## config.mk

```make
export PLATFORM = sky130hd
export DESIGN_NAME = bfr_row_seq
export DESIGN_NICKNAME = d
export VERILOG_FILES = /design/src/rtl/bfr_pkg.sv /design/src/rtl/bfr_row_seq.sv
export SDC_FILE = /design/constraint.sdc
export NUM_CORES = 1
export LEC_CHECK = 0
export BUFFER_PORTS_ARGS = -buffer_cell sky130_fd_sc_hd__clkbuf_2
export CORE_MARGIN = 4
export CORE_UTILIZATION = 30
export DETAILED_ROUTE_END_ITERATION = 10
export PLACE_DENSITY_LB_ADDON = 0.08
export SYNTH_ARGS = -nofsm -noshare
export SYNTH_HDL_FRONTEND = slang
export SYNTH_SLANG_ARGS = --single-unit
```

## constraint.sdc

```tcl
create_clock -name i_clk -period 15 [get_ports i_clk]
set_clock_uncertainty 0.2 [all_clocks]
set_input_delay 0 -clock i_clk [delete_from_list [all_inputs] [get_ports i_clk]]
set_output_delay 0 -clock i_clk [all_outputs]
set_load 0.05 [all_outputs]
```

## src/rtl/bfr_pkg.sv

```systemverilog
`timescale 1ns / 1ps
`default_nettype none
// ----------------------------------------------------------------------------
// bfr_pkg: shared types and constants of the bitmap font text renderer
// Field widths, command and character codes, register indexes, cursor type.
// ----------------------------------------------------------------------------
package bfr_pkg;

    localparam int GLYPH_ROWS  = 16;
    localparam int GLYPH_WIDTH = 8;
    localparam int FONT_GLYPHS = 256;
    localparam int ROWS_OUT    = 16;
    localparam int LINE_STEP   = 16;

    localparam int FONT_AW     = 12;
    localparam int FONT_DW     = 8;
    localparam int ROW_W       = $clog2(ROWS_OUT);

    localparam int ADDR_W      = 48;
    localparam int DIM_W       = 14;
    localparam int COLOR_W     = 32;
    localparam int CODE_W      = 8;
    localparam int POS_W       = 16;
    localparam int CFG_IDX_W   = 2;
    localparam int CFG_DATA_W  = 48;

    localparam logic CMD_LOAD  = 1'b0;
    localparam logic CMD_PRINT = 1'b1;

    localparam logic [CODE_W-1:0] CODE_NUL = 8'd0;
    localparam logic [CODE_W-1:0] CODE_TAB = 8'd9;
    localparam logic [CODE_W-1:0] CODE_NL  = 8'd10;

    localparam logic [CFG_IDX_W-1:0] REG_FRAME_BASE   = 2'd0;
    localparam logic [CFG_IDX_W-1:0] REG_SCREEN_WIDTH = 2'd1;
    localparam logic [CFG_IDX_W-1:0] REG_LINE_PITCH   = 2'd2;
    localparam logic [CFG_IDX_W-1:0] REG_FG_COLOUR    = 2'd3;

    localparam logic [ADDR_W-1:0]  RST_FRAME_BASE   = '0;
    localparam logic [DIM_W-1:0]   RST_SCREEN_WIDTH = 14'd640;
    localparam logic [DIM_W-1:0]   RST_LINE_PITCH   = 14'd640;
    localparam logic [COLOR_W-1:0] RST_FG_COLOUR    = 32'hFFFF_FFFF;

    typedef struct packed {
        logic [POS_W-1:0] x;
        logic [POS_W-1:0] y;
    } t_cursor;

endpackage
`default_nettype wire

```

## src/rtl/bfr_row_seq.sv

```systemverilog
`timescale 1ns / 1ps
`default_nettype none
// ----------------------------------------------------------------------------
// bfr_row_seq: glyph row sequencer
// Reads sixteen glyph rows from the font store and emits one row write each.
// ----------------------------------------------------------------------------
module bfr_row_seq
    import bfr_pkg::*;
(
    input  wire logic               i_clk,
    input  wire logic               i_rst_n,
    input  wire logic               i_go,
    input  wire logic [CODE_W-1:0]  i_code,
    input  wire t_cursor            i_cursor,
    input  wire logic [ADDR_W-1:0]  i_frame_base,
    input  wire logic [DIM_W-1:0]   i_line_pitch,
    input  wire logic [COLOR_W-1:0] i_fg_colour,
    output logic                    o_rd_en,
    output logic [FONT_AW-1:0]      o_rd_addr,
    output logic                    o_busy,
    output logic                    o_valid,
    output logic [ADDR_W-1:0]       o_write_addr,
    output logic [COLOR_W-1:0]      o_color,
    output logic                    o_last
);

    localparam int PIX_W = 32;

    typedef enum logic {
        S_IDLE,
        S_RUN
    } t_state;

    t_state              r_state, n_state;
    logic [ROW_W-1:0]    r_row, n_row;
    logic [CODE_W-1:0]   r_code, n_code;
    logic [PIX_W-1:0]    r_pix, n_pix;
    logic                r_valid, n_valid;
    logic [ADDR_W-1:0]   r_addr, n_addr;
    logic [COLOR_W-1:0]  r_color, n_color;
    logic                r_last, n_last;

    always_comb begin
        n_state = r_state;
        n_row   = r_row;
        n_code  = r_code;
        n_pix   = r_pix;
        n_valid = 1'b0;
        n_addr  = r_addr;
        n_color = r_color;
        n_last  = 1'b0;
        case (r_state)
            S_IDLE: begin
                if (i_go) begin
                    n_state = S_RUN;
                    n_row   = '0;
                    n_code  = i_code;
                    n_pix   = PIX_W'(i_cursor.y) * PIX_W'(i_line_pitch)
                              + PIX_W'(i_cursor.x);
                end
            end
            S_RUN: begin
                n_valid = 1'b1;
                n_addr  = i_frame_base + ADDR_W'({r_pix, 2'b00});
                n_color = i_fg_colour;
                n_last  = (r_row == ROW_W'(ROWS_OUT - 1));
                n_pix   = r_pix + PIX_W'(i_line_pitch);
                n_row   = r_row + 1'b1;
                if (n_last) begin
                    n_state = S_IDLE;
                end
            end
            default: begin
                n_state = S_IDLE;
            end
        endcase
    end

    always_ff @(posedge i_clk) begin
        if (!i_rst_n) begin
            r_state <= S_IDLE;
            r_row   <= '0;
            r_valid <= 1'b0;
            r_last  <= 1'b0;
        end else begin
            r_state <= n_state;
            r_row   <= n_row;
            r_valid <= n_valid;
            r_last  <= n_last;
        end
        r_code  <= n_code;
        r_pix   <= n_pix;
        r_addr  <= n_addr;
        r_color <= n_color;
    end

    assign o_rd_en      = (r_state == S_RUN);
    assign o_rd_addr    = FONT_AW'(32'(r_code) * GLYPH_ROWS + 32'(r_row));
    assign o_busy       = (r_state == S_RUN) || r_valid;
    assign o_valid      = r_valid;
    assign o_write_addr = r_addr;
    assign o_color      = r_color;
    assign o_last       = r_last;

`ifndef SYNTHESIS
    a_go_when_idle: assert property (@(posedge i_clk) disable iff (!i_rst_n)
        i_go |-> (r_state == S_IDLE && !r_valid))
        else $error("glyph request taken while rows still in flight");
    a_read_then_row: assert property (@(posedge i_clk) disable iff (!i_rst_n)
        o_rd_en |=> o_valid)
        else $error("font read without matching row write");
    a_last_ends: assert property (@(posedge i_clk) disable iff (!i_rst_n)
        (o_valid && o_last) |=> (!o_valid && !o_busy))
        else $error("row writes continue after last row");
    a_last_valid: assert property (@(posedge i_clk) disable iff (!i_rst_n)
        o_last |-> o_valid)
        else $error("last flag without row write");
`endif

endmodule
`default_nettype wire

```

==> flow_metrics.tcl <==
set metrics [dict create \
    status "complete, no violations" \
    synth.net_count 1998 \
    cts_tree "built" \
    clock_latency_ps 430 \
    cts_resized 0 \
    diodes 0 \
    final_max_slew_viol_count 0 \
    rsz0062_at_grt "no" \
    firstDrtPassIters 5 \
    cp.buffers_inverters 7 \
    vias 11620 \
    timing.rr.start "r_pix[23]$_DFFE_PP_" \
    start_util_pct 30.51 \
    r2r-end "o_write_addr[47]$_DFFE_PP_" \
    port-buffer-count 232 \
    drt_iter0_drc 519 \
    layout_common_cells "inv_1, clkbuf_2, fa_1" \
    rows 81 \
    cts_buffer_depth 2 \
    worst_path_max_delay_cell "o21ai_0" \
    slew_headroom_pct 38.23 \
    finalHoldViolations 0 \
    grt_pass1_wl_um 68320 \
    die_h_um 231.6 \
    hp-start "i_code[2]" \
    clk_pin_slew_worst_paths_ps 60 \
    vias_per_cell 4.601 \
    async_flop_share_pct 0 \
    ir_worst_vdd_mv 0.1882 \
    synth-edff-count 120 \
    ys_seq_area_share_pct 24.96 \
    area_delta_synth_final_pct 23.74 \
    grt_usage_pct 16.12 \
    io_pins 233 \
    timing.fmax_mhz 163.8 \
    netlist_instances 1532 \
    grt_max_degree 73 \
    r2r_cells 10 \
    r2r_setup_slack_ps 10900 \
    routed_wl_um 42600 \
    crit_family "adder cells" \
    drcViolationCount 0 \
    tns_ps 0 \
    grt_pass1_vias 12280 \
    hpwl_um 34270 \
    power.density_nw_per_um2 248.3 \
    cpPeakStageDelay_ps 600 \
    routedWlPerCell_um 16.87 \
    cts-htree-levels 4 \
    endpoint_kind "flip-flop" \
    syn_area_um2 15000 \
    die-area_um2 53630 \
    die_w_um 231.6 \
    hp-class "input port to flip-flop" \
    cts_setup_buffers 0 \
    p_leak_nw 8.700 \
    avgSynthCellArea_um2 9.790 \
    post-route-period-util_pct 40.69 \
    layout_commonest_cell "inv_1" \
    arrival_ps 6070 \
    whs_ps 83.70 \
    cts_buffers 17 \
    setup_viol 0 \
    hold_depth 2 \
    place_congestion 0.8054 \
    maxCapViolCount 0 \
    antenna_found_initial 0 \
    post-route-min-period_ps 6103 \
    yosys_warnings 0 \
    tightest_slew_ps 926.5 \
    path_class "input port to flip-flop" \
    grt_remaining_overflow 0 \
    core_area_um2 49150 \
    whs_endpoint "r_code[2]$_DFFE_PP_" \
    crit_required_ps 14970 \
    cts-root-buf "clkbuf_16" \
    finalNetCount 2315 \
    synth_cell_types 58 \
    ant_nets 0 \
    critPathLaunchType "input port" \
    critPathMaxFanout 17 \
    ys_seq_elements 127 \
    drive_gt1_share_pct 15.04 \
    ys.flop_type "edfxtp_1" \
    crit_chain "clkbuf_2, and2_1, fa_1, inv_1, fa_1, inv_1, fa_1, inv_1, fa_1, inv_1, fa_1, inv_1, fa_1, inv_1, ha_1, nand3_1, o31ai_1, a21boi_0, o21ai_0, a41oi_1, xnor2_1, mux2i_1" \
    clock_sinks 127 \
]
==> worst register-to-register path: stages, from the launching register on <==
cell and delay [ps]:
edfxtp_1 480, ha_1 410, and3_1 230, nand2_1 80, or3_1 410, a211oi_1 500
o21ai_1 220, a311oi_2 450, o2111ai_1 190, xnor2_1 150, dlygate4sd3_1 550
==> registers in the layout, indices dropped and copies added, names as in the netlist <==
name and cells:
o_color 32, o_last 1, o_rd_en 1, o_valid 1, o_write_addr 48, r_code 8
r_pix 32, r_row 4
==> synthesized netlist by cell type, types with 10 or more instances <==
cell type | instances | area [um^2]
a31oi_1 | 14 | 87.58
fa_1 | 184 | 3684
nor2_1 | 58 | 217.7
a21oi_1 | 84 | 420.4
inv_1 | 237 | 889.6
nand4_1 | 10 | 62.56
ha_1 | 145 | 1814
nand2_1 | 161 | 604.3
edfxtp_1 | 120 | 3603
a211oi_1 | 11 | 82.58
xor2_1 | 33 | 289.0
clkbuf_1 | 42 | 157.7
and2_1 | 126 | 788.3
xnor2_1 | 62 | 543.0
o21ai_0 | 44 | 220.2
a21o_1 | 25 | 187.7
nor3_1 | 16 | 80.08
and3_1 | 21 | 131.4
nand3_1 | 21 | 105.1
==> cell families (layout without fill, tap and decap cells) <==
family / after synthesis / count (layout) / share of synthesized area (%)
buf+inv: 282 / 612 / 7.058
simple gates: 443 / 443 / 14.62
flops: 127 / 127 / 24.96
fa+ha+maj: 329 / 329 / 36.66
compound gates: 245 / 245 / 10.39
xor+xnor: 95 / 95 / 5.548
mux: 11 / 11 / 0.7675
==> per-stage QoR <==
step                      cells  instance area [um^2]  total power [mW]  utilization [%]  setup slack, ps
final                      2526                 18560             4.608            37.76             8897
after detailed placement   2386                 16840             4.132            34.27             8417
after CTS                  2526                 18560             4.664            37.76             8891
after floorplan            1532                 15000             3.318                -             9191
after global placement     2386                 16840             4.138            34.27             8488
after global routing       2526                 18560             5.181            37.76             8430
==> worst max-delay path by stage <==
stage	startpoint	endpoint	slack (ps)	cells past startpoint
2_1_floorplan	i_line_pitch[13]	r_pix[25]$_DFFE_PP_	9190	19
3_3_place_gp	i_line_pitch[4]	r_pix[25]$_DFFE_PP_	8490	22
3_5_place_dp	i_cursor[5]	r_pix[25]$_DFFE_PP_	8420	22
4_1_cts	i_cursor[5]	r_pix[25]$_DFFE_PP_	8890	22
5_1_grt	i_line_pitch[4]	r_pix[25]$_DFFE_PP_	8430	22
6_report	i_line_pitch[4]	r_pix[25]$_DFFE_PP_	8900	22
==> power by group <==
group / internal, mW / total (mW) / switching, mW / leakage, nW
registers: 0.590 / 0.655 / 0.0644 / 1.22
logic: 1.43 / 3.51 / 2.08 / 7.18
clock network: 0.280 / 0.447 / 0.167 / 0.296
total: 2.30 / 4.61 / 2.31 / 8.70
==> per-layer routing <==
metal | track usage, % | wire [um]
met2 | 26.17 | 19300
met3 | 2.053 | 1427
met4 | 3.363 | 395
met5 | 0 | 0
met1 | 23.17 | 21480
==> area by class of cell <==
type	count	area [um^2]
Clock inverter	15	209.0
Inverter	238	893.4
Multi-Input combinational cell	1123	10200
Fill cell	5023	30590
Clock buffer	17	425.4
Sequential cell	127	3747
Timing Repair Buffer	342	2257
Tap cell	664	830.8
==> timing repair <==
item,in CTS,in global routing
endpoints found under the setup margin,0,0
hold buffers,108,0
hold endpoints to repair,97,0
No activity file was read; power rests on OpenSTA's default activity.
