==> src/rtl/bfr_pkg.sv <==
`timescale 1ns / 1ps
`default_nettype none
// ----------------------------------------------------------------------------
// bfr_pkg: shared types and constants of the bitmap font text renderer
// Field widths, command and character codes, register indexes, cursor type.
// ----------------------------------------------------------------------------
package bfr_pkg;

    localparam int GLYPH_ROWS  = 16;
    localparam int GLYPH_WIDTH = 8;
    localparam int FONT_GLYPHS = 256;
    localparam int ROWS_OUT    = 16;
    localparam int LINE_STEP   = 16;

    localparam int FONT_AW     = 12;
    localparam int FONT_DW     = 8;
    localparam int ROW_W       = $clog2(ROWS_OUT);

    localparam int ADDR_W      = 48;
    localparam int DIM_W       = 14;
    localparam int COLOR_W     = 32;
    localparam int CODE_W      = 8;
    localparam int POS_W       = 16;
    localparam int CFG_IDX_W   = 2;
    localparam int CFG_DATA_W  = 48;

    localparam logic CMD_LOAD  = 1'b0;
    localparam logic CMD_PRINT = 1'b1;

    localparam logic [CODE_W-1:0] CODE_NUL = 8'd0;
    localparam logic [CODE_W-1:0] CODE_TAB = 8'd9;
    localparam logic [CODE_W-1:0] CODE_NL  = 8'd10;

    localparam logic [CFG_IDX_W-1:0] REG_FRAME_BASE   = 2'd0;
    localparam logic [CFG_IDX_W-1:0] REG_SCREEN_WIDTH = 2'd1;
    localparam logic [CFG_IDX_W-1:0] REG_LINE_PITCH   = 2'd2;
    localparam logic [CFG_IDX_W-1:0] REG_FG_COLOUR    = 2'd3;

    localparam logic [ADDR_W-1:0]  RST_FRAME_BASE   = '0;
    localparam logic [DIM_W-1:0]   RST_SCREEN_WIDTH = 14'd640;
    localparam logic [DIM_W-1:0]   RST_LINE_PITCH   = 14'd640;
    localparam logic [COLOR_W-1:0] RST_FG_COLOUR    = 32'hFFFF_FFFF;

    typedef struct packed {
        logic [POS_W-1:0] x;
        logic [POS_W-1:0] y;
    } t_cursor;

endpackage
`default_nettype wire

==> src/rtl/bfr_cursor.sv <==
`timescale 1ns / 1ps
`default_nettype none
// ----------------------------------------------------------------------------
// bfr_cursor: text cursor
// Advances, tabs, breaks lines and wraps the cursor for each printed code.
// ----------------------------------------------------------------------------
module bfr_cursor
    import bfr_pkg::*;
(
    input  wire logic              i_clk,
    input  wire logic              i_rst_n,
    input  wire logic              i_print,
    input  wire logic [CODE_W-1:0] i_code,
    input  wire logic [DIM_W-1:0]  i_screen_width,
    output t_cursor                o_cursor
);

    t_cursor r_cursor;
    t_cursor n_cursor;

    function automatic logic [POS_W-1:0] f_move_down(input logic [POS_W-1:0] y);
        logic [POS_W:0] sum;
        sum = {1'b0, y} + (POS_W+1)'(LINE_STEP);
        f_move_down = sum[POS_W] ? '1 : sum[POS_W-1:0];
    endfunction

    always_comb begin
        t_cursor step;
        step = r_cursor;
        if (i_code == CODE_NL) begin
            step.x = '0;
            step.y = f_move_down(r_cursor.y);
        end else begin
            step.x = r_cursor.x + POS_W'(GLYPH_WIDTH);
        end
        if (({1'b0, step.x} + (POS_W+1)'(GLYPH_WIDTH)) > (POS_W+1)'(i_screen_width)) begin
            step.x = '0;
            step.y = f_move_down(step.y);
        end
        n_cursor = i_print ? step : r_cursor;
    end

    always_ff @(posedge i_clk) begin
        if (!i_rst_n) begin
            r_cursor <= '0;
        end else begin
            r_cursor <= n_cursor;
        end
    end

    assign o_cursor = r_cursor;

endmodule
`default_nettype wire

==> config.mk <==
export PLATFORM = sky130hd
export DESIGN_NAME = bfr_cursor
export DESIGN_NICKNAME = d
export VERILOG_FILES = /design/src/rtl/bfr_pkg.sv /design/src/rtl/bfr_cursor.sv
export SDC_FILE = /design/constraint.sdc
export NUM_CORES = 1
export LEC_CHECK = 0
export BUFFER_PORTS_ARGS = -buffer_cell sky130_fd_sc_hd__clkbuf_2
export CAP_MARGIN = 20
export CELL_PAD_IN_SITES_DETAIL_PLACEMENT = 1
export CELL_PAD_IN_SITES_GLOBAL_PLACEMENT = 2
export CORE_MARGIN = 2
export CORE_UTILIZATION = 24
export CTS_CLUSTER_DIAMETER = 150
export DETAILED_ROUTE_END_ITERATION = 6
export GPL_ROUTABILITY_DRIVEN = 0
export GPL_TIMING_DRIVEN = 0
export PLACE_DENSITY = 0.63
export SYNTH_ARGS = -nofsm -noshare
export SYNTH_HDL_FRONTEND = slang
export SYNTH_SLANG_ARGS = --single-unit
export TNS_END_PERCENT = 20
==> constraint.sdc <==
create_clock -name i_clk -period 5.7 [get_ports i_clk]
set_clock_uncertainty 0.05 [all_clocks]
set_input_delay 1.425 -clock i_clk [delete_from_list [all_inputs] [get_ports i_clk]]
set_output_delay 1.425 -clock i_clk [all_outputs]
set_load 0.05 [all_outputs]
==> results of run 1 <==
critical path: cells and delay by family:
kind / cells / cell delay (ns)
and+or+nand+nor: 10 / 1.70
buffers and inverters: 5 / 0.66
AOI/OAI and AO/OA: 6 / 1.13
adders and majority gates: 2 / 0.53
xor gates and xnor gates: 1 / 0.15
final timing paths:
kind,start,to,cells after the start
max,i_code[5],o_cursor[8],24
min,o_cursor[3],o_cursor[3],1
max reg2reg,o_cursor[20],o_cursor[8],19
min reg2reg,o_cursor[3],o_cursor[3],1
cells in the mapped netlist (all sizes together), types with 2 or more instances:
library cell and instances:
a21o 4, a21oi 41, a311oi 2, a31oi 7, a41oi 3, and2 10, and3 11, buf 10
clkbuf 15, dfxtp 32, ha 18, inv 20, mux2i 3, nand2 42, nand3 30, nand4 10
nand4b 4, nor2 25, nor2b 3, nor3 11, nor3b 3, nor4 8, o211ai 3, o21a 6
o21ai 26, o22ai 2, o31ai 5, or2 2, or3 6, or4 6, xnor2 10, xor2 13
timing repair:
item / 4_1_cts / 5_1_grt
setup endpoints to repair: 31 / 31
gates cloned: 1 / 0
pin swaps: 3 / 6
buffers inserted: 3 / 2
gates resized for setup: 20 / 12
area by class of cell:
type                    count  area (sq um)  share of cell area (%)
plain buffers              24         155.1                   4.078
clock buffers               6         128.9                   3.387
clock inverters             2         35.03                  0.9207
inverters                  20         75.07                   1.973
multi-input cells         332          2237                   58.80
flip-flops and latches     32         640.6                   16.84
well taps                 168         210.2                   5.525
repair buffers             62         322.8                   8.484
report_power, final:
part           internal (uW)  switching [uW]  total (uW)
Combinational           29.0            57.2        86.2
Clock                    206             112         318
Sequential               228            5.47         233
Total                    462             174         637
metal layers:
| metal | share of wire (%) | track usage (%) |
|---|---|---|
| met5 | 0 | 0 |
| met4 | 0.78 | 3.695 |
| met1 | 48 | 24.82 |
| met2 | 46 | 28.31 |
| met3 | 4.8 | 3.690 |
per-stage QoR:
stage | setup WS [ns] | instance area (sq um) | instances | power, uW | util [%]
after floorplan | 0.02253 | 2972 | 409 | 289.7 | -
after global placement | -1.397 | 3462 | 633 | 320.9 | 28.70
after detailed placement | -1.339 | 3462 | 633 | 322.1 | 28.70
after CTS | -0.005057 | 3730 | 644 | 649.3 | 30.92
after global routing | -0.03055 | 3805 | 646 | 666.5 | 31.55
final | 0.2215 | 3805 | 646 | 636.8 | 31.55
kinds of logic after synthesis:
kind of cell / Yosys count
AND/OR/NAND/NOR: 178
AO/OA/AOI/OAI: 108
buffers and inverters: 45
flip-flops: 32
XOR/XNOR: 23
adder cells (fa/ha/maj): 19
multiplexers: 4
==> metrics, run 1 <==
status=finished, final reports clean; syn_nets=about 450; Synth Flop Type=dfxtp_1; worst reg-to-reg setup slack=1.51 ns; Final #Nets=520; vias in the first global route=roughly 3300; PwrDens=167.4 nW/um^2; synth top area cells=dfxtp_1 22%, ha_1 7.6%, a21oi_1 6.2%, nand2_1 5.2%, nand3_1 4.9%; First-pass DRT Iterations=4; CTS max path bufs=2; gr ovfl total=0; largest net degree at the start of global routing=17; post-synthesis compound-gate area fraction=a little under a quarter; Starting Density=24.64%; first-pass GRT wire length=between 15000 and 20000 um; Max VDD drop=0.1331 mV; Final ANT Viol Nets=0; Syn Inst Count=slightly above 400; Via density=between 5 and 6; ys async rst share=0%; crit-path max FO=10; minimum clock period=around 5.5 ns; DRT Wirelength=11470 um; mean post-synth cell area=7.266 sq um; largest family of logic cells by synthesized area=simple AND/OR/NAND/NOR gates; WS Path Type=in2reg; CTS Root Cell=clkbuf_16; Yosys top cell area share=21.56%; Synth Area in Simple Gates=32.88%; Top Ports=57; CP arrival=roughly 5.6 ns; post-route setup TNS=0 ns; Seq/Total Area, Yosys=21.56%; ratio of cells with drive above 1 in the final layout=~23%; # setup viols final=0; antenna violations before repair=0; Synth Register Bits=32; hold slack=about 0.43 ns; Crit-path slowest cell=or4_4; most common cell after layout, fill and taps aside=clkbuf_2; Max-Cap Viols=0; Rel. slew slack=36.24%; Slew Limit Fails=0; CTS tree=yes; XOR/XNOR Fraction of Synth Area=6.779%; yosys warns=0; synth-to-layout area growth=28.04%; Worst-Margin Slew=around 0.95 ns; clk sinks=32; # rows=40; detailed-route via count=3310; Die Ht=115.3 um; CP max stage delay=a little under 0.6 ns; cell taking the most area after synthesis=dfxtp_1; core area=12060 sq um; ANT cells=0; crit start category=primary input; commonest cells after routing, fill and taps aside=56 x clkbuf_2, 39 x nand2_1, 35 x a21oi_1; Fillers=1500; Die ar.=13290 sq um; clk_lat worst skew=0.30 ns; critical path endpoint category=flop; fmax=~0.18 GHz; synthesized cell area=a little under 3000 sq um; Reg clk slew, reported paths=0.06 ns; mux contribution to synthesized area=between 1 and 1.5%; Port Buffers=56; CTS Hold Buffers Added=0; Leak Pwr=0.001586 uW; residual DRC count=0; Netlist cell types=63; Final Cycle Share=~96%; number of synthesized flops with an enable pin=0; Final Hold Fails=0; Adder-Cell Fraction of Synth Area=7.916%; CP required=5.82 ns; chip width=115.3 um; H-Tree Depth=2; Hold Crit Class=reg2reg; WL per Instance=approximately 18 um; HPWL after DPL=between 8000 and 9000 um; Inserted Clock Buffers=5; DR iter-0 viols=145; GRT Total Usage=17.77%; crit-path cells=clkbuf_2 > or4_4 > nor2_4 > buf_8 > clkbuf_8 > buf_8 > nor2_1 > ha_1 > nor2b_1 > nand2_2 > nor3_4 > and3_1 > xor2_1 > ha_1 > a21oi_1 > nand2_1 > a211o_1 > nor3_2 > o22ai_2 > a21o_1 > buf_2 > a21oi_4 > and3_1 > a31oi_1; Largest register FFs=32
No activity file was read; power rests on OpenSTA's default activity.
==> run 2: changes to the inputs <==
==> constraint.sdc (replaced) <==
create_clock -name i_clk -period 5.7 [get_ports i_clk]
set_clock_uncertainty 0.05 [all_clocks]
set_input_delay 0.57 -clock i_clk [delete_from_list [all_inputs] [get_ports i_clk]]
set_output_delay 0.57 -clock i_clk [all_outputs]
set_load 0.05 [all_outputs]
==> run 2 against run 1 <==
Effect of this change: critical path depth up 1; sequential share of layout area up 0.77 points; worst setup slack better by 0.10 ns; global-route usage down 0.11 points; register-to-register slack worse by 0.29 ns; sequential cell count unchanged; total power down 0.58%; largest power group unchanged.
==> metrics, run 2 (synthesis results as in run 1) <==
status=finished, final reports clean; H-Tree Depth=2; Port Buffers=56; setup bufs post-CTS=0; reg-to-reg endpoint=o_cursor[8]; synth-to-layout area growth=22.44%; Die Ht=around 120 um; # setup viols final=0; CTS Root Cell=clkbuf_16; Largest register FFs=32; detailed-route via count=around 3300; most common cell after layout, fill and taps aside=clkbuf_2; ANT cells=0; crit path from=i_code[5]; critical path endpoint category=flop; Die ar.=roughly 13000 sq um; First-pass DRT Iterations=4; CP arrival=5.50 ns; minimum clock period=5.375 ns; CTS tree=yes; Via density=5.084; crit start category=primary input; Rel. slew slack=approximately 33%; gr ovfl total=0; antenna violations before repair=0; largest net degree at the start of global routing=11; worst hold stages=1; first-pass GRT wire length=between 15000 and 20000 um; vias in the first global route=~3300; Reg clk slew, reported paths=approximately 0.060 ns; Max-Cap Viols=0; Max VDD drop=0.1327 mV; core area=12060 sq um; chip width=115.3 um; DRT Wirelength=11310 um; WS Path Type=in2reg; Final #Nets=515; WL per Instance=17.64 um; Final ANT Viol Nets=0; Hold Crit Class=reg2reg; final instance area=about 3600 sq um; Leak Pwr=between 0.0015 and 0.002 uW; commonest cells after routing, fill and taps aside=56 x clkbuf_2, 41 x nand2_1, 36 x a21oi_1; worst r2r src=o_cursor[20]; residual DRC count=0; end of the critical path=o_cursor[8]; clk sinks=32; # rows=40; Post-Place Cells=633; ratio of cells with drive above 1 in the final layout=approximately a fifth; Post-Layout Cell Count=641; GRT Total Usage=between 15 and 20%; clk_lat worst skew=about 0.3 ns; Worst-Margin Slew=0.9923 ns; Inserted Clock Buffers=5; Starting Density=24.64%; CTS Hold Buffers Added=0; Final Hold Fails=0; PwrDens=174.0 nW/um^2; Placement Cell Area=3462 sq um; HPWL after DPL=about 9000 um; CP required=5.82 ns; Final Cycle Share=a little over nine tenths; CTS max path bufs=2; Design Power=633.2 uW; Top Ports=57; RSZ-0062 raised after global routing=false; fmax=0.1860 GHz; R2R cell count=20; worst reg-to-reg setup slack=roughly 1.2 ns; Slew Limit Fails=0; DR iter-0 viols=181; crit-path max FO=10
==> run 2: where the power goes <==
part | internal [uW] | switching, uW
Clock | 206 | 111
Combinational | 28.0 | 55.5
Sequential | 228 | 5.43
Total | 461 | 172
==> run 2: how the worst min path moves through the flow <==
stage                      from          end
finish              o_cursor[3]  o_cursor[3]
global placement    o_cursor[3]  o_cursor[3]
floorplan               i_rst_n  o_cursor[8]
CTS                 o_cursor[1]  o_cursor[1]
global route        o_cursor[3]  o_cursor[3]
detailed placement  o_cursor[1]  o_cursor[1]
==> run 2: worst max-delay path, cell delays in order <==
cell      delay (ns)
clkbuf_2        0.09
or4_4           0.56
nor2_1          0.23
buf_4           0.26
clkbuf_4        0.25
clkbuf_4        0.26
nor2_1          0.09
ha_1            0.21
nor2b_1         0.15
nand2_1         0.11
nor3_1          0.08
and3_1          0.20
xor2_1          0.15
ha_1            0.32
nand4_1         0.13
or2_2           0.34
a31oi_1         0.19
nor3_1          0.09
o22ai_1         0.19
a21o_1          0.18
buf_6           0.15
buf_2           0.24
a31oi_1         0.18
o21ai_1         0.17
a31oi_1         0.09
==> run 2: final cells by class <==
type	count	area, sq um
Buffer	25	127.6
Clock buffer	6	128.9
Clock inverter	2	35.03
Fill cell	1510	8423
Inverter	20	75.07
Multi-Input combinational cell	332	2141
Sequential cell	32	640.6
Tap cell	168	210.2
Timing Repair Buffer	56	280.3
==> run 2: through the flow <==
stage / util [%] / TNS [ns] / worst slack, ns / hold WS, ns
2_1_floorplan: - / 0 / 0.8775 / 0.6583
3_3_place_gp: 28.70 / -8.488 / -0.5422 / 0.3976
3_5_place_dp: 28.70 / -6.998 / -0.4836 / 0.4181
4_1_cts: 30.10 / 0 / 0.1523 / 0.4329
5_1_grt: 30.17 / 0 / 0.01096 / 0.4522
6_report: 30.17 / 0 / 0.3248 / 0.4268
==> run 2: repair_timing <==
action | CTS | global route
gates resized for setup | 2 | 4
gates cloned | 0 | 0
setup endpoints to repair | 8 | 11
==> run 2: layer usage <==
metal,vias to the layer above,global-route usage (%),routed length (um)
li1,1627,-,-
met1,1569,24.86,5714
met2,58,27.88,5164
met3,5,3.690,336
met4,0,3.695,91
met5,-,0,0
==> run 3: changes to the inputs <==
--- a/config.mk
+++ b/config.mk
@@ -15,7 +15,7 @@
 export DETAILED_ROUTE_END_ITERATION = 6
 export GPL_ROUTABILITY_DRIVEN = 0
 export GPL_TIMING_DRIVEN = 0
-export PLACE_DENSITY = 0.63
+export PLACE_DENSITY_LB_ADDON = 0.1
 export SYNTH_ARGS = -nofsm -noshare
 export SYNTH_HDL_FRONTEND = slang
 export SYNTH_SLANG_ARGS = --single-unit
==> run 3 against run 2 <==
Effect of this change: via count shrank 0.92%; sequential cell count is the same; design area shrank 0.31%; sequential share of layout area grew 0.055 points; worst hold slack lost 0.0044 ns.
==> metrics, run 3 (synthesis results as in run 1) <==
status=finished, final reports clean; Top Ports=57; WL per Instance=17.69 um; Via density=5.045; CTS tree=yes; footprint of the multi-input gates=2156 sq um; most common cell after layout, fill and taps aside=clkbuf_2; synth-to-layout area growth=22.06%; clk sinks=32; Worst path top cell family by delay=simple AND/OR/NAND/NOR gates; CP max stage delay=0.57 ns; worst slack at placement=-0.6529 ns; Clk pwr share=about 45%; Final Cycle Share=92.47%; H-Tree Depth=2; R2R cell count=20; RSZ-0062 raised after global routing=false; worst r2r src=o_cursor[20]; DR iter-0 viols=95; fin util=30.07%; Max VDD drop=about 0.12 mV; Largest register FFs=32; crit start category=primary input; commonest cells after routing, fill and taps aside=56 x clkbuf_2, 41 x nand2_1, 36 x a21oi_1; Worst Path Buf+Inv=6; Switch Pwr=162.0 uW; # rows=40; First-pass DRT Iterations=4; Net Sw Frac=28.09%; PwrDens=159.0 nW/um^2; Crit-path slowest cell=or4_4; Final #Nets=slightly above 500; critical path endpoint category=flop; DRT Wirelength=around 11000 um; residual DRC count=0; CP arrival=5.44 ns; Reg clk slew, reported paths=0.05 ns; P_int=414.6 uW; Fillers=1528; WS Path Type=in2reg; CTS max path bufs=2; fmax=about 0.19 GHz; ANT cells=0; largest net degree at the start of global routing=11; ratio of cells with drive above 1 in the final layout=19.70%; Rel. slew slack=28.82%; HPWL after DPL=8871 um; Reg area=around 640 sq um; Min-Delay Endpoint=o_cursor[2]; Leak Pwr=~0.0015 uW; Hold Crit Class=reg2reg; Starting Density=24.64%; Slew Limit Fails=0; Max-Cap Viols=0; Final Hold Fails=0; vias in the first global route=roughly 3300; Die ar.=13290 sq um; worst reg-to-reg setup slack=1.29 ns; final worst slack=roughly 0.43 ns; Worst-Margin Slew=1.058 ns; first-pass GRT wire length=17960 um; crit-path max FO=10; reg-to-reg endpoint=o_cursor[3]; CP required=approximately 5.9 ns; CTS Root Cell=clkbuf_16; Logic pwr share=14.6%; detailed-route via count=roughly 3200; Reg power frac=40.4%; gr ovfl total=0; Inserted Clock Buffers=5; clk_lat worst skew=0.28 ns; Final ANT Viol Nets=0; Hold Path Origin=o_cursor[2]; worst hold stages=1; minimum clock period=5.271 ns; Port Buffers=56; chip width=between 100 and 150 um; antenna violations before repair=0; core area=12060 sq um; GRT Total Usage=17.53%; Die Ht=115.3 um; # setup viols final=0
## run 3: power groups by stage
stage	Sequential, uW	Clock [uW]	Combinational [uW]
final	233	260	84.1
after global routing	234	279	93.3
after CTS	233	270	85.4
after detailed placement	238	0	84.6
after global placement	238	0	84.5
after floorplan	250	0	40.0
## run 3: timing repair
item                                    in CTS  in global routing
hold buffers                                 0                  0
pin swaps                                    0                  1
resized for setup                            2                  8
setup buffers                                0                  0
endpoints found under the setup margin      17                 24
hold endpoints to repair                     0                  0
cloned                                       0                  0
## run 3: worst max path at each step
stage,depth (start not counted),end,start,slack (ns)
final,25,o_cursor[3],i_code[5],0.43
after global routing,25,o_cursor[3],i_code[5],0.004
after CTS,25,o_cursor[0],i_code[5],0.04
after detailed placement,24,o_cursor[7],i_code[5],-0.65
after global placement,24,o_cursor[7],i_code[5],-0.63
after floorplan,24,o_cursor[0],i_code[5],0.88
## run 3: per-stage QoR
step | instances | hold WS (ns) | instance area (sq um) | setup TNS [ns] | total power [uW]
6_report | 640 | 0.4224 | 3627 | 0 | 576.6
5_1_grt | 640 | 0.4589 | 3627 | 0 | 605.4
4_1_cts | 640 | 0.4282 | 3601 | 0 | 587.9
3_5_place_dp | 633 | 0.4068 | 3462 | -10.68 | 322.3
3_3_place_gp | 633 | 0.3989 | 3462 | -9.703 | 322.1
2_1_floorplan | 409 | 0.6583 | 2972 | 0 | 289.7
## run 3: cell type report
cell class | count | area share, %
clock buffers | 6 | 3.553
clock inverters | 1 | 0.1380
well taps | 168 | 5.795
flip-flops and latches | 32 | 17.66
repair buffers | 56 | 7.727
plain buffers | 25 | 3.622
multi-input cells | 332 | 59.43
inverters | 20 | 2.070
## run 3: worst reg2reg max path: stages (launching register included)
cell,delay (ns)
dfxtp_1,0.38
ha_1,0.39
and2_1,0.16
ha_1,0.18
nor2b_1,0.19
nand2_1,0.12
nor3_2,0.26
and3_1,0.24
xor2_1,0.08
ha_1,0.32
nand4_1,0.12
or2_2,0.34
a31oi_1,0.17
nor3_1,0.09
o22ai_1,0.19
a21o_1,0.16
buf_6,0.16
buf_2,0.25
a21oi_1,0.12
nor2_2,0.24
o21a_1,0.14
## run 3: layer usage
layer | vias to the layer above | part of all wire [%] | track usage (%)
li1 | 1625 | - | -
met1 | 1552 | 49 | 22.51
met2 | 45 | 48 | 31.69
met3 | 7 | 2.4 | 2.056
met4 | 0 | 0.84 | 3.373
met5 | - | 0 | 0
